--- config.mk ---
export PLATFORM = sky130hd
export DESIGN_NAME = ksel_cell
export DESIGN_NICKNAME = d
export VERILOG_FILES = /design/src/rtl/core/ksel_pkg.sv /design/src/rtl/core/ksel_cell.sv
export SDC_FILE = /design/constraint.sdc
export NUM_CORES = 1
export LEC_CHECK = 0
export ABC_AREA = 1
export BUFFER_PORTS_ARGS = -buffer_cell sky130_fd_sc_hd__clkbuf_2
export CORE_UTILIZATION = 49
export CTS_BUF_LIST = sky130_fd_sc_hd__clkbuf_4 sky130_fd_sc_hd__clkbuf_8 sky130_fd_sc_hd__clkbuf_16
export CTS_CLUSTER_SIZE = 30
export DETAILED_ROUTE_END_ITERATION = 7
export PLACE_DENSITY_LB_ADDON = 0.05
export SLEW_MARGIN = 10
export SYNTH_ARGS = -nofsm -noshare
export SYNTH_HDL_FRONTEND = slang
export SYNTH_SLANG_ARGS = --single-unit
--- constraint.sdc ---
create_clock -name clk -period 6.1 [get_ports clk]
set_input_delay 0.61 -clock clk [delete_from_list [all_inputs] [get_ports clk]]
set_output_delay 0.61 -clock clk [all_outputs]
set_load 0.01 [all_outputs]
--- src/rtl/core/ksel_pkg.sv ---
// ----------------------------------------------------------------------------
// ksel_pkg
// Shared types and constants for the k-th smallest selector.
// ----------------------------------------------------------------------------
package ksel_pkg;

    localparam int VAL_W  = 32;
    localparam int RANK_W = 9;
    localparam int STAT_W = 2;

    typedef logic signed [VAL_W-1:0] val_t;
    typedef logic [STAT_W-1:0]       stat_t;

    localparam stat_t STAT_OK       = 2'd0;
    localparam stat_t STAT_BAD_RANK = 2'd1;
    localparam stat_t STAT_OVERFLOW = 2'd2;

    // broadcast control for the cell chain
    typedef struct packed {
        logic ins;    // insert key into the ordered chain
        logic shift;  // move every value one cell toward cell 0
        val_t key;
    } ksel_ctl_t;

endpackage

--- src/rtl/core/ksel_cell.sv ---
// ----------------------------------------------------------------------------
// ksel_cell
// One slot of the ordered insertion chain.
// ----------------------------------------------------------------------------
module ksel_cell
    import ksel_pkg::*;
(
    input  logic      clk,
    input  ksel_ctl_t ctl,
    input  logic      occ,       // slot holds a value of the current set
    input  logic      prev_gt,   // left neighbor holds a value above key
    input  val_t      prev_val,
    input  val_t      next_val,
    output logic      gt,
    output val_t      val
);

    val_t val_reg;
    val_t val_next;

    assign gt  = occ && (val_reg > ctl.key);
    assign val = val_reg;

    always_comb
    begin
        val_next = val_reg;
        if (ctl.shift)
        begin
            val_next = next_val;
        end
        else if (ctl.ins)
        begin
            if (prev_gt)
            begin
                val_next = prev_val;     // make room: take neighbor's value
            end
            else if (!occ || gt)
            begin
                val_next = ctl.key;      // insertion point
            end
        end
    end

    always_ff @(posedge clk)
    begin
        val_reg <= val_next;
    end

endmodule

Yosys cells after proc, flatten, opt, wreduce, memory -nomap -nowiden
Cells that the tools add are included.
{"block": "classes", "n_lt_le_gt_ge": 1, "mux": 4, "reduce_logical": 6}
{"op": "32-bit two-way mux", "count": 4}
{"op": "32-bit > comparator", "count": 1}
{"op": "3-bit nonzero test", "count": 1}
{"op": "2-bit AND reduction", "count": 1}
{"op": "2-bit nonzero test", "count": 1}
{"op": "1-bit logical AND", "count": 1}
{"op": "1-bit logical NOT", "count": 1}
{"op": "1-bit logical OR", "count": 1}
{"block": "word_totals", "output_inout_bits": 33, "regBits": 32, "inputBits": 101}

Logic depth before layout (Yosys ltp)
{"block": "logic_depth", "word_depth": 7, "depth_mapped": 16, "mapped_depth_nobuf": 16}

Worst setup path after synthesis
No wires, ideal clock.
{"block": "synth_path", "path_type": "in2reg", "start": "in ctl[31] (netlist bit)", "end": "reg val_reg[0], in the netlist val[0] (enable)", "slack_ns": 3.098, "path_stages": 10, "setup_ns": 0.400, "t_arrival_ns": 2.602, "cell_sequence": "inv_1 > ha_1 > nand2_1 > nor2_2 > nand2_2 > nor4_4 > nand2_1 > nand3_1 > nand3_2 > a21oi_2"}
{"block": "synth_between", "elab_chain_cells": 5}
{"item": "start: declaration", "line": "ksel_cell.sv:9", "source": "input ksel_ctl_t ctl,"}
{"item": "32-bit > comparator", "line": "ksel_cell.sv:21", "source": "assign gt = occ && (val_reg > ctl.key);"}
{"item": "1-bit logical AND", "line": "ksel_cell.sv:21"}
{"item": "1-bit logical OR", "line": "ksel_cell.sv:37", "source": "else if (!occ || gt)"}
{"item": "3-bit nonzero test (no line)"}
{"item": "2-bit AND reduction (no line)"}
{"item": "end signal: assignment", "line": "ksel_cell.sv:46", "source": "val_reg <= val_next;"}
{"item": "end: declaration", "line": "ksel_cell.sv:18", "source": "val_t val_reg;"}
No other way between the ends.
A chain may end at the register's enable or synchronous reset.

Worst setup path in the final report
{"block": "layout_path", "start": "in ctl[31] (netlist bit)", "end": "reg val_reg[17], in the netlist val[17] (enable)"}
The elaborated chain is that of the path after synthesis.

==> metrics.cfg <==
[critical_path]
endpoint_kind=register
slowest_stage=a21oi_4
cp-start-kind=primary input
critical_path_buf_inv_count=2
max_stage_delay_ps=840
worstPathRequired_ps=6000
cp_data_arrival_time_ps=2720
cp_max_fo=32
cp_common_cell=nand2_1
crit_chain=clkbuf_2 > inv_1 > ha_1 > nand2_1 > nor2_2 > nand2_2 > nor4_4 > nand2_1 > nand3_1 > nand3_2 > a21oi_4
criticalPathCategory=in -> reg
critical-path-top-delay-family=compound AO/OA/AOI/OAI gates

[die]
die_y_um=74.1
initial_core_util_pct=52.3
die_area_um2=5500
num_rows=25
io_pins=134
die_w_um=74.1
core_um2=4880

[cts]
cts_hold_buf=0
cts.clk_slew.worst_paths_ps=70
cts_tree=done
cts.sink_count=32
htreeDepth=2
insertion_delay_ps=290
cts_resized=0
cts_buffer_depth=2
cts_made_buffers=5
postCtsSetupBuffers=0
clock-root-buffer=clkbuf_8

[outcome]
outcome=completed

[layout]
utilization_pct=68.9
final_layout_size_suffix_gt1_share_pct=35.9
largest_reg_flops=32
register_area_um2=961
num_antenna_cells=0
syn_to_final_growth_pct=31.8
layout.nets=555
multi_input_area_um2=1380
nFillCells=440
fin_area_um2=3360

[global_route]
grt_pass1_vias=2169
grt_pass1_wl_um=9360
antenna_found_initial=0
grt_max_degree=64
grtUsageTotal_pct=22.7
gr-total-overflow=0

[drt]
routed_wl_um=6010
drc=0
first_pass_iters=4
drt-vias-per-instance=4.96
post_drt_wl_per_cell_um=12.3
vias=2429
drtAntennaViolNets=0
drt_iter0_drc=97

[yosys]
async_flop_share_pct=0
synth_top_area_cell=edfxtp_1
synth_edf_count=32
synth_most_common_cell=nand2_1
syn_area_per_cell_um2=8.67
synth.top_cell.area_share_pct=37.7
netlist_top_cells_count=nand2_1 (65), inv_1 (38), edfxtp_1 (32), ha_1 (32), o21a_1 (30)
ys_types=26
synth_nets=427
ys.flop_type=edfxtp_1
syn-cell-area_um2=2550
yosysWarningCount=0
synth_area_leaders=edfxtp_1 (38%), ha_1 (16%), nand2_1 (9.6%)
netlist_instances=294
ys_seq_area_share_pct=37.7
synth_seq_cells=32

[power]
p_per_area_nw_per_um2=205
p_leak_nw=1.73
ir_worst_vdd_v=0.000170

[sta]
finalCritPeriodShare_pct=46.2
period_minus_slack_ps=2820
drv_slew=0
rsz0062_at_grt=false
worstMarginPinSlew_ps=1050
final_hold_viol_count=0
setup_viol=0
skew_ps=7.02
fmax_mhz=355
tns_ps=0
timing.slew.headroom_pct=29.7
setup_slack_ps=3280

[placement]
io_buffers=133
hpwlAfterDp_um=4610
gp_congestion=0.812
pre_cts_ws_ps=2970
dpl_cell_area_um2=3250

[flow_run]
max_cap_viol_count=0

[hold_path]
worstHoldPathType=in -> reg

==> cell type report <==
type | instances | area share (%)
multi-input cells | 206 | 40.9
flip-flops and latches | 32 | 28.6
repair buffers | 134 | 20.0
inverters | 43 | 4.80
well taps | 67 | 2.49
clock buffers | 5 | 2.05
clock inverters | 3 | 1.12
==> through the flow <==
| stage | std cells | total power (W) | hold WS, ps |
|---|---|---|---|
| 2_1_floorplan | 294 | 0.000413 | 796 |
| 3_3_place_gp | 482 | 0.000489 | 885 |
| 3_5_place_dp | 482 | 0.000495 | 886 |
| 4_1_cts | 490 | 0.000695 | 584 |
| 5_1_grt | 490 | 0.000734 | 583 |
| 6_report | 490 | 0.000690 | 590 |
==> where the power goes <==
| group | internal, W | switching (W) |
|---|---|---|
| Combinational | 0.0000924 | 0.000111 |
| Sequential | 0.000273 | 0.0000133 |
| Clock | 0.000119 | 0.0000817 |
==> placed cells by master (no fill, tap or decap), drive strengths merged <==
master  count
a21o        2
a21oi      21
buf         1
bufinv      1
clkbuf    138
clkinv      4
edfxtp     32
ha         32
inv        41
nand2      67
nand3       3
nand4       2
nor2       14
nor3        1
nor4        1
o211ai     29
o21a       31
o21ai       3
==> logic make-up (layout without fill, tap and decap cells) <==
| logic type | count (synthesis) | in the layout | share of synthesized area (%) |
|---|---|---|---|
| AND/OR/NAND/NOR | 88 | 88 | 14.6 |
| AO/OA/AOI/OAI | 86 | 86 | 23.3 |
| buffers and inverters | 56 | 185 | 8.68 |
| adder cells (fa/ha/maj) | 32 | 32 | 15.7 |
| flip-flops | 32 | 32 | 37.7 |
==> final timing paths <==
check / to / cells after the start / slack, ps / startpoint
max: val[17]$_DFFE_PP_ / 11 / 3280 / ctl[31]
min: val[26]$_DFFE_PP_ / 2 / 590 / next_val[26]
max reg2reg: val[17]$_DFFE_PP_ / 9 / 3300 / val[31]$_DFFE_PP_
min reg2reg: val[24]$_DFFE_PP_ / 4 / 1260 / val[31]$_DFFE_PP_
==> routing by layer <==
layer / global-route usage [%] / vias to the layer above / share of wire (%)
met5: 0 / - / 0
met3: 7.05 / 8 / 6.8
met2: 38.6 / 85 / 47
met4: 5.34 / 0 / 1.0
li1: - / 1271 / -
met1: 28.1 / 1065 / 45
(Power assumes the default switching activity.)
